`src/hdl/nta_pkg.sv`:
```
// Shared types and constants for the neighbor table with aging.
`timescale 1ns / 1ps

package nta_pkg;

    localparam int TIME_W = 32;
    localparam int ID_W   = 16;
    localparam int OP_W   = 2;
    localparam int CHAN_W = 2;
    localparam int CNT_W  = 7;

    localparam logic [TIME_W-1:0] MAX_AGE_RST = 32'd1000;

    // Operation codes of a request
    typedef enum logic [OP_W-1:0] {
        OP_BEACON    = 2'd0,
        OP_SWEEP_CFG = 2'd1,
        OP_SWEEP_AGE = 2'd2
    } op_t;

    // Controller states
    typedef enum logic [2:0] {
        ST_IDLE,
        ST_LOOKUP,
        ST_UPDATE,
        ST_SWEEP,
        ST_SWEEP_END,
        ST_FINISH
    } state_t;

    typedef struct packed {
        logic [OP_W-1:0]   operation;
        logic [ID_W-1:0]   vehicle_id;
        logic [CHAN_W-1:0] channel;
        logic [TIME_W-1:0] now_time;
        logic [TIME_W-1:0] sweep_age;
    } request_t;

    typedef struct packed {
        logic              is_new;
        logic              table_full;
        logic              interval_valid;
        logic [TIME_W-1:0] interval;
        logic [CNT_W-1:0]  occupancy_before;
        logic [CNT_W-1:0]  removed_count;
    } result_t;

    // Controller to datapath commands
    typedef struct packed {
        logic accept;
        logic lookup;
        logic update;
        logic sweep_rd;
        logic finish;
    } cmd_t;

    // Datapath to controller status
    typedef struct packed {
        logic chan_ok;
        logic sweep_last;
    } status_t;

endpackage

```
`src/hdl/nta_ctrl.sv`:
```
// Controller state machine sequencing beacons and sweeps.
`timescale 1ns / 1ps

module nta_ctrl (
    input  logic                      clk,
    input  logic                      rst_n,
    input  logic                      start,
    input  logic [nta_pkg::OP_W-1:0]  operation,
    input  nta_pkg::status_t          status,
    output logic                      busy,
    output nta_pkg::cmd_t             cmd
);
    import nta_pkg::*;

    state_t state_reg;
    state_t state_next;

    // State register
    always_ff @(posedge clk or negedge rst_n)
    begin
        if (!rst_n)
        begin
            state_reg <= ST_IDLE;
        end
        else
        begin
            state_reg <= state_next;
        end
    end

    // Next state and commands
    always_comb
    begin
        state_next = state_reg;
        cmd        = '0;
        unique case (state_reg)
            ST_IDLE:
            begin
                if (start)
                begin
                    cmd.accept = 1'b1;
                    case (op_t'(operation)) inside
                        OP_BEACON:
                            state_next = status.chan_ok ? ST_LOOKUP : ST_FINISH;
                        OP_SWEEP_CFG, OP_SWEEP_AGE:
                            state_next = ST_SWEEP;
                        default:
                            state_next = ST_FINISH;
                    endcase
                end
            end
            ST_LOOKUP:
            begin
                cmd.lookup = 1'b1;
                state_next = ST_UPDATE;
            end
            ST_UPDATE:
            begin
                cmd.update = 1'b1;
                cmd.finish = 1'b1;
                state_next = ST_IDLE;
            end
            ST_SWEEP:
            begin
                cmd.sweep_rd = 1'b1;
                if (status.sweep_last)
                begin
                    state_next = ST_SWEEP_END;
                end
            end
            ST_SWEEP_END:
            begin
                cmd.finish = 1'b1;
                state_next = ST_IDLE;
            end
            ST_FINISH:
            begin
                cmd.finish = 1'b1;
                state_next = ST_IDLE;
            end
            default:
            begin
                state_next = ST_IDLE;
            end
        endcase
    end

    assign busy = (state_reg != ST_IDLE);

endmodule

```
`config.mk`:
```
export PLATFORM = sky130hd
export DESIGN_NAME = nta_ctrl
export DESIGN_NICKNAME = d
export VERILOG_FILES = /design/src/hdl/nta_pkg.sv /design/src/hdl/nta_ctrl.sv
export SDC_FILE = /design/constraint.sdc
export NUM_CORES = 1
export LEC_CHECK = 0
export ABC_CLOCK_PERIOD_IN_PS = 3000
export BUFFER_PORTS_ARGS = -buffer_cell sky130_fd_sc_hd__buf_2
export CAP_MARGIN = 20
export CORE_AREA = 2 2 39 41
export CTS_CLUSTER_SIZE = 16
export DETAILED_ROUTE_END_ITERATION = 10
export DIE_AREA = 0 0 41 43
export GPL_TIMING_DRIVEN = 0
export SYNTH_ARGS = -nofsm -noshare
export SYNTH_HDL_FRONTEND = slang
export SYNTH_SLANG_ARGS = --single-unit
export TNS_END_PERCENT = 20
```
`constraint.sdc`:
```
create_clock -name clk -period 3 [get_ports clk]
set_input_delay 0.3 -clock clk [delete_from_list [all_inputs] [get_ports clk]]
set_output_delay 0.3 -clock clk [all_outputs]
set_load 0.05 [all_outputs]
```
# Word-level counts from Yosys, hierarchy flattened
# Cells that the tools add are included.
classes:
  mul: 0
  muxes: 12
  order_cmp: 0
  reduce_logical: 6
  bitwise: 0
  shifts: 0
  addsub: 0
  n_eq_ne: 9
  div_mod_pow: 0
op_table:
  columns: ["operator", "count"]
  rows:
  - ["$mux W3", 5]
  - ["$pmux W3 S3", 1]
  - ["$eq A3 B2 Y1 const B", 2]
  - ["$eq A3 B3 Y1 const B", 2]
  - ["$mux W1", 6]
  - ["$ne A2 B2 Y1 const B", 2]
  - ["$eq A3 B1 Y1 const B", 1]
  - ["$logic_not A3 Y1", 1]
  - ["$reduce_bool A3 Y1", 1]
  - ["$reduce_or A3 Y1", 1]
  - ["$eq A2 B1 Y1 const B", 1]
  - ["$eq A2 B2 Y1 const B", 1]
  - ["$logic_not A2 Y1", 1]
  - ["$reduce_and A2 Y1", 1]
  - ["$reduce_or A2 Y1", 1]
word_totals:
  inputBits: 7
  latch_bits: 0
  elab_cells: 28
  memories: 0
  romBits: 0
  reg_bits: 3
  ram_bits: 0

# Depth between registers and ports, before layout
# Gate-level depths: netlist of run 1.
logic_depth:
  word_depth: 6
  ltp_mapped: 4
  depth_no_buf: 4

# Worst setup path after synthesis of run 1
# OpenSTA, ideal clock, no wires.
synth_path:
  kind: "reg2out"
  from: "register state_reg[1]"
  to: "output cmd[0] in the netlist's numbering"
  path_stages_with_launch: 3
  arrival_ns: 2.054
  setup_slack_ns: 0.646
  n_path_buf: 0
  t_required_ns: 2.700
  path_cell_list: "dfrtp_1 > nor3b_1 > a21o_2"
synth_rtl:
  columns: ["element", "line", "rtl"]
  rows:
  - ["start: declaration", "nta_ctrl.sv:15", "state_t state_reg;"]
  - ["start signal: assignment", "nta_ctrl.sv:27", "state_reg <= state_next;"]
  - ["end: declaration", "nta_ctrl.sv:11", "output nta_pkg::cmd_t cmd"]

# Final worst setup path of run 1
layout_path:
  from: "register state_reg[1]"
  to: "output busy"
layout_between:
  elab_chain_len: 1
layout_rtl:
  columns: ["element", "line", "rtl"]
  rows:
  - ["$reduce_bool A3 Y1", "nta_ctrl.sv:88", "assign busy = (state_reg != ST_IDLE);"]
  - ["end: declaration", "nta_ctrl.sv:10", "output logic busy,"]
# No other way between the ends.

==> results.ini, run 1 <==
[status]
status = completed

[synth]
syn_area_per_cell_um2 = 11.0
yosys.area.top_type_share_pct = 34.1
ys_seq_area_share_pct = 34.1
synthMuxAreaShare_pct = 4.55
yosysTopAreaCell = dfrtp_1
synthArstFlopShare_pct = 100
synth_compound_area_share_pct = 18.8
yosys.area_share.simple_pct = 30.1
synth-seq-cells = 3
yosys_warnings = 0
synth_xor_area_share_pct = 0
synthAdderAreaFrac_pct = 5.68
netlist_instances = 20
synth_area_leaders = dfrtp_1 34%, nor4b_4 11%, a21o_2 8.0%
yosysMostFrequentCell = inv_1
synth_edf_count = 0
synth_top_family_by_area = simple AND/OR/NAND/NOR gates
synth-main-ff-cell = dfrtp_1
mappedNetlistArea_um2 = 220
syn_nets = 28
synthTopCellsByCount = 4 x inv_1, 3 x dfrtp_1, 2 x a21o_2, 2 x nor3b_1
ys_types = 13

[place]
io_buffers = 12
gp_congestion = 0.692
preCtsSetupSlack_ns = 1.53
dp_cells = 48
place_area_um2 = 300
place_hpwl_um = 393

[worst_setup_path]
path_cells = or3_2 > buf_2
crit_start = state_reg[1]
cp-start-kind = flop
worst-path-stages = 2
r2r-start = state_reg[1]
cp-endpoint = busy
cp_num_buf_inv = 1
crit_required_ns = 2.70
reg2reg_depth = 2
path_class = reg -> out
worst_ep_arrival_time_ns = 1.41
cpPeakStageDelay_ns = 0.49
crit_fanout = 8
crit_slowest_cell = or3_2
critPathTopFamily = simple AND/OR/NAND/NOR gates
reg2reg_slack_ns = 1.95
cp-end-kind = output pin
timing.rr.end = state_reg[2]

[pwr]
ir_drop_mv = 0.463
p_total_mw = 0.427
power.leakage_nw = 0.186
power.density_mw_per_mm2 = 1270

[layout]
syn_to_final_growth_pct = 52.8
finalNonFillerCells = 53
final_core_util_pct = 24.3
final_area_um2 = 337
drive_gt1_share_pct = 56.8
largest_reg_flops = 3
diodes = 0
fin_nets = 46

[routing]
drc_errors = 0
dr.pass1.iters = 4
via_per_inst = 3.77
routed_wirelength_um = 470
detail_route.iter0.violations = 4
ant_nets = 0
vias = 200
wire_per_inst_um = 8.87

[timing]
finalCritPeriodShare_pct = 57.0
hold_viol = 0
fmax_mhz = 585
rsz0062_at_grt = no
worst_pin_slew_ns = 0.287
hold_slack_ns = 0.340
finalSetupViolCount = 0
final.setup.tns_ns = 0
fin_skew_ns = 0.00264
drv_slew = 0
slew_headroom_pct = 80.9
fin_ws_ns = 1.29
period_needed_ns = 1.71

[global_routing]
grt.total_usage_pct = 7.75
grt_pass1_wl_um = 848
overflow = 0
antenna_found_initial = 0
grt_pass1_vias = 216
grt_max_degree = 9

[cts]
post_cts_buffers = 0
ctsResizeCount = 0
cts-root-buf = clkbuf_4
cts_tree = yes
ctsLongestPathBuffers = 2
cts.sinks = 3
clk_latency_ns = 0.23
numCtsBuffers = 3
cts_max_level = 1
clk_pin_slew_ns = 0.04

[die]
ioPinCount = 13
die_h_um = 43
start_util_pct = 15.9
rows = 14
dieArea_mm2 = 0.00176
placeableCoreArea_mm2 = 0.00138
chipWidth_um = 41

[flow_run]
maxCapViolations = 0

[hold_path]
hp-class = in -> reg

==> report_power, final <==
part	switching, mW	leakage (nW)	internal, mW
clock network	0.0202	0.0150	0.0498
registers	0.0349	0.0389	0.0570
logic	0.180	0.132	0.0856
==> cell type report <==
class	count	area [um2]
timing repair buffer	13	70.1
fill	150	1050
sequential	3	75.1
clock buffer	4	26.3
inverter	4	15.0
multi-input combinational	13	130
tap	16	20.0
==> per-layer routing <==
layer	global-route usage [%]	up-vias	wire, um
li1	-	105	-
met1	9.71	87	220
met2	9.06	8	214
met3	1.57	0	34
met4	10.0	0	0
met5	0	-	0
==> layout by cell type, fill, tap and decap left out, drive strengths merged <==
cell type and instances:
ha 1, and3b 1, a22o 1, a21bo 1, a21oi 1, inv 4, mux2i 1, dfrtp 3
or3 1, nand3b 1, dlygate4sd3 1, clkbuf 4, a21o 2, buf 12, nor4b 1, nor3b 2
==> how the worst min path moves through the flow <==
stage	from	cells past startpoint	endpoint	slack, ns
finish	status[0]	2	state_reg[2]	0.34
global route	status[0]	2	state_reg[2]	0.36
CTS	status[0]	2	state_reg[2]	0.33
detailed placement	rst_n	1	state_reg[1]	0.10
global placement	rst_n	1	state_reg[1]	0.1
floorplan	rst_n	0	state_reg[0]	0.004
==> worst reg2reg max path, stage by stage, from the launching register on <==
cell     delay (ns)
dfrtp_1        0.47
nor4b_4        0.36
a22o_1         0.17
==> what timing repair did <==
item,in CTS,in global routing
endpoints found under the hold margin,3,0
hold buffers,1,0
setup endpoints to repair,0,0
==> cells by family (layout without fill, tap and decap cells) <==
family | count (synthesis) | count (layout)
multiplexers | 1 | 1
AND/OR/NAND/NOR | 6 | 6
buffers and inverters | 4 | 21
AO/OA/AOI/OAI | 5 | 5
flip-flops | 3 | 3
adder cells (fa/ha/maj) | 1 | 1
Note: power is estimated with default switching activity, not from simulation.
==> run 2: changes to the inputs <==
--- a/config.mk
+++ b/config.mk
@@ -5,7 +5,8 @@
 export SDC_FILE = /design/constraint.sdc
 export NUM_CORES = 1
 export LEC_CHECK = 0
-export ABC_CLOCK_PERIOD_IN_PS = 3000
+export ABC_AREA = 1
+export ABC_CLOCK_PERIOD_IN_PS = 1500
 export BUFFER_PORTS_ARGS = -buffer_cell sky130_fd_sc_hd__buf_2
 export CAP_MARGIN = 20
 export CORE_AREA = 2 2 39 41
==> constraint.sdc (replaced) <==
create_clock -name clk -period 1.5 [get_ports clk]
set_input_delay 0.15 -clock clk [delete_from_list [all_inputs] [get_ports clk]]
set_output_delay 0.15 -clock clk [all_outputs]
set_load 0.05 [all_outputs]
==> results.ini, run 2 <==
[routing]
via_per_inst = 3.95
dr.pass1.iters = 6
wire_per_inst_um = 8.55
routed_wirelength_um = 556
ant_nets = 0
drc_errors = 0
vias = 257
detail_route.iter0.violations = 3

[worst_setup_path]
reg2reg_depth = 5
cpPeakStageDelay_ns = 0.40
cp-start-kind = flop
cpMostUsedCell = a21oi_1
worst_ep_arrival_time_ns = 1.24
crit_fanout = 5
timing.rr.end = state_reg[2]
path_class = reg -> out
critPathTopFamily = flip-flops
cp_num_buf_inv = 2
reg2reg_slack_ns = 0.48
r2r-start = state_reg[2]
worst-path-stages = 4
crit_slowest_cell = dfrtp_1
cp-end-kind = output pin
path_cells = inv_1 > a21oi_1 > a21oi_1 > buf_4
crit_required_ns = 1.35
crit_start = state_reg[0]

[pwr]
p_total_mw = 0.875
power.leakage_nw = 0.198
power.density_mw_per_mm2 = 2580
ir_drop_mv = 0.549

[global_routing]
grt_max_degree = 8
grt_pass1_wl_um = 890
grt.total_usage_pct = 7.73
antenna_found_initial = 0
grt_pass1_vias = 251
overflow = 0

[hold_path]
holdPathEnd = state_reg[0]
holdCritStartpoint = start
min_path_cells = 3
hp-class = in -> reg

[synth]
synthArstFlopShare_pct = 100
ys_seq_area_share_pct = 34.5
ys_types = 15
synthAdderAreaFrac_pct = 5.75
syn_area_per_cell_um2 = 6.80
synthMuxAreaShare_pct = 0
yosys.area_share.simple_pct = 36.2
netlist_instances = 32
synth_xor_area_share_pct = 0
yosys_warnings = 0
synthTopCellsByCount = 6 x inv_1, 5 x nor2_1, 4 x nand2_1
syn_nets = 40
synth_compound_area_share_pct = 11.5
synth-seq-cells = 3
synth_area_leaders = dfrtp_1 34%, inv_1 10%, nor2_1 8.6%
yosys.area.top_type_share_pct = 34.5
synth_edf_count = 0
yosysMostFrequentCell = inv_1
mappedNetlistArea_um2 = 218
yosysTopAreaCell = dfrtp_1
synth-main-ff-cell = dfrtp_1
synth_top_family_by_area = simple AND/OR/NAND/NOR gates

[timing]
final.setup.tns_ns = 0
hold_slack_ns = 0.211
worst_pin_slew_ns = 0.251
drv_slew = 0
finalCritPeriodShare_pct = 92.8
fin_ws_ns = 0.108
finalSetupViolCount = 0
rsz0062_at_grt = no
period_needed_ns = 1.39
hold_viol = 0
fmax_mhz = 719
slew_headroom_pct = 83.4
fin_skew_ns = 0.0000598

[cts]
cts-root-buf = clkbuf_4
numCtsBuffers = 3
clk_latency_ns = 0.23
ctsLongestPathBuffers = 2
cts_tree = yes
clk_pin_slew_ns = 0.04
cts.sinks = 3
cts_max_level = 1

[layout]
final_cell_mix = 10 x buf_2, 6 x inv_1, 5 x nor2_1
final_area_um2 = 339
drive_gt1_share_pct = 38.8
finalNonFillerCells = 65
final_core_util_pct = 24.5
fin_nets = 58
syn_to_final_growth_pct = 55.7
diodes = 0
largest_reg_flops = 3
layout_commonest_cell = buf_2

[place]
place_hpwl_um = 438
dp_cells = 60
preCtsSetupSlack_ns = 0.312
gp_congestion = 0.697
place_area_um2 = 298
io_buffers = 12

[status]
status = completed

[die]
placeableCoreArea_mm2 = 0.00138
dieArea_mm2 = 0.00176
start_util_pct = 15.7
rows = 14
chipWidth_um = 41
die_h_um = 43
ioPinCount = 13

[flow_run]
maxCapViolations = 0

run 2: cell types whose count changed after synthesis, sizes merged, moves of 2 or more:
cell and change:
nand2 +5, nor3 +3, o21ai +3, inv +3
nor2 +6, nor3b -2, a21o -2
run 2: cell type report:
cell class | instances | area (um2)
inverter | 7 | 26.3
sequential | 3 | 75.1
multi-input combinational | 22 | 116
clock buffer | 4 | 26.3
tap | 16 | 20.0
timing repair buffer | 13 | 75.1
fill | 163 | 1040
run 2: repair_timing:
| item | in CTS | in global routing |
|---|---|---|
| buffers inserted | 0 | 0 |
| setup endpoints to repair | 0 | 2 |
| hold buffers | 1 | 0 |
| endpoints found under the hold margin | 3 | 0 |
| gates resized for setup | 0 | 4 |
run 2: kinds of logic (layout without fill, tap and decap cells):
logic type | after synthesis | count (layout)
simple gates | 16 | 16
buf+inv | 7 | 24
compound gates | 5 | 5
flops | 3 | 3
fa+ha+maj | 1 | 1
run 2: report_power, final:
group	total [mW]	switching (mW)	internal, mW	leakage, nW
clock network	0.146	0.0463	0.100	0.0150
logic	0.564	0.421	0.143	0.144
registers	0.164	0.0493	0.115	0.0387
run 2: worst max-delay path by stage:
| stage | to | slack [ns] |
|---|---|---|
| finish | cmd[0] | 0.11 |
| detailed placement | cmd[0] | 0.31 |
| global placement | cmd[4] | 0.31 |
| CTS | cmd[0] | 0.05 |
| floorplan | cmd[2] | -0.19 |
| global route | cmd[0] | 0.01 |
run 2: tightest hold or removal path: cells and delay by family:
kind            cells  cell delay, ns
buf+inv             2            0.17
compound gates      1            0.08
run 2: per-layer routing:
layer  global-route usage (%)  vias to the layer above  wire length (um)
met3                     3.14                        0                44
met4                     6.00                        0                 0
met2                     12.2                        8               291
met1                     7.40                      113               219
met5                        0                        -                 0
li1                         -                      136                 -
==> run 3: changes to the inputs <==
--- a/config.mk
+++ b/config.mk
@@ -14,6 +14,7 @@
 export DETAILED_ROUTE_END_ITERATION = 10
 export DIE_AREA = 0 0 41 43
 export GPL_TIMING_DRIVEN = 0
+export RECOVER_POWER = 100
 export SYNTH_ARGS = -nofsm -noshare
 export SYNTH_HDL_FRONTEND = slang
 export SYNTH_SLANG_ARGS = --single-unit
==> results.ini, run 3 (synthesis results as in run 2) <==
[status]
status = completed

[pwr]
power.density_mw_per_mm2 = 2580
power.leakage_nw = 0.194
swShare_pct = 59.3
ir_drop_mv = 0.548
clockPowerShare_pct = 16.8
p_seq_share_pct = 18.8
switchingPower_mw = 0.517
combPwrFrac_pct = 64.4
internal-power_mw = 0.355

[die]
start_util_pct = 15.7
placeableCoreArea_mm2 = 0.00138
ioPinCount = 13
rows = 14
die_h_um = 43
dieArea_mm2 = 0.00176
chipWidth_um = 41

[worst_setup_path]
reg2reg_depth = 5
cp-start-kind = flop
timing.rr.end = state_reg[2]
crit_required_ns = 1.35
crit_fanout = 5
worst_ep_arrival_time_ns = 1.24
path_class = reg -> out
crit_start = state_reg[0]
r2r-start = state_reg[1]
cp-endpoint = cmd[0]
reg2reg_slack_ns = 0.48
cp-end-kind = output pin

[place]
gp_congestion = 0.697
place_area_um2 = 298
dp_cells = 60
io_buffers = 12
place_hpwl_um = 438

[timing]
period_needed_ns = 1.39
finalSetupViolCount = 0
fin_skew_ns = 0.0000598
fmax_mhz = 719
hold_viol = 0
finalCritPeriodShare_pct = 92.7
drv_slew = 0
final.setup.tns_ns = 0
rsz0062_at_grt = no
worst_pin_slew_ns = 0.279
slew_headroom_pct = 81.5

[global_routing]
antenna_found_initial = 0
grt_max_degree = 8
grt.total_usage_pct = 7.73
grt_pass1_wl_um = 890
grt_pass1_vias = 251
overflow = 0

[flow_run]
maxCapViolations = 0

[routing]
via_per_inst = 3.94
dr.pass1.iters = 6
drc_errors = 0
ant_nets = 0
vias = 256
wire_per_inst_um = 8.51
routed_wirelength_um = 553
detail_route.iter0.violations = 3

[layout]
multi_input_area_um2 = 116
final_core_util_pct = 24.4
fin_nets = 58
final_cell_mix = 6 x inv_1, 5 x nor2_1, 5 x buf_2
syn_to_final_growth_pct = 55.2
fillers = 163
largest_reg_flops = 3
layout_commonest_cell = inv_1
diodes = 0
drive_gt1_share_pct = 36.7
final_area_um2 = 338
finalNonFillerCells = 65
regArea_um2 = 75.1

[cts]
cts.sinks = 3
post_cts_buffers = 0
clk_latency_ns = 0.23
clk_pin_slew_ns = 0.04
cts-root-buf = clkbuf_4
cts_max_level = 1
numCtsBuffers = 3
cts_tree = yes
ctsLongestPathBuffers = 2

[hold_path]
hp-class = in -> reg

-- run 3: changes by cell type in the layout (fill, tap and decap cells not counted) --
cell      change
buf_2         -5
o21ai_0       +1
o21ai_1       -1
clkbuf_1      +1
clkbuf_2      +4
-- run 3: power by group through the flow --
stage | sequential (mW) | combinational (mW) | clock, mW
after global placement | 0.164 | 0.538 | 0
after CTS | 0.164 | 0.552 | 0.153
after detailed placement | 0.164 | 0.545 | 0
final | 0.164 | 0.562 | 0.146
after floorplan | 0.155 | 0.438 | 0
after global routing | 0.171 | 0.602 | 0.159
-- run 3: critical path: stages (launching register included) --
cell and delay [ns]:
dfrtp_1 0.40, inv_1 0.17, a21oi_1 0.09, a21oi_1 0.13, buf_4 0.22
-- run 3: metrics by stage --
stage          worst slack, ns  hold slack, ns  total power, mW
3_5_place_dp             0.312         -0.0507            0.709
3_3_place_gp             0.313         -0.0535            0.702
6_report                 0.109           0.235            0.873
2_1_floorplan           -0.188          -0.146            0.593
4_1_cts                 0.0464           0.210            0.869
5_1_grt                 0.0100           0.259            0.932
-- run 3: worst min path at each step --
stage	startpoint	end	slack, ns	cells past startpoint
2_1_floorplan	rst_n	state_reg[0]	-0.15	0
4_1_cts	start	state_reg[0]	0.21	3
3_5_place_dp	rst_n	state_reg[0]	-0.05	1
6_report	start	state_reg[0]	0.23	3
5_1_grt	start	state_reg[0]	0.26	3
3_3_place_gp	rst_n	state_reg[0]	-0.05	1
-- run 3: timing repair --
| action | in CTS | in global routing |
|---|---|---|
| hold buffers | 1 | 0 |
| gates resized for setup | 0 | 4 |
| endpoints found under the hold margin | 3 | 0 |
| endpoints found under the setup margin | 0 | 2 |
-- run 3: metal layers --
layer | vias to the layer above | global-route usage (%) | share of wire (%)
met2 | 8 | 12.2 | 53
met4 | 0 | 6.00 | 0
met1 | 112 | 7.40 | 39
met3 | 0 | 3.14 | 8.0
met5 | - | 0 | 0
li1 | 136 | - | -
-- run 3: final cells by class --
cell class,count,area share (%)
timing repair buffer,13,21.9
sequential,3,22.2
inverter,7,7.78
multi-input combinational,22,34.4
tap,16,5.93
clock buffer,4,7.78
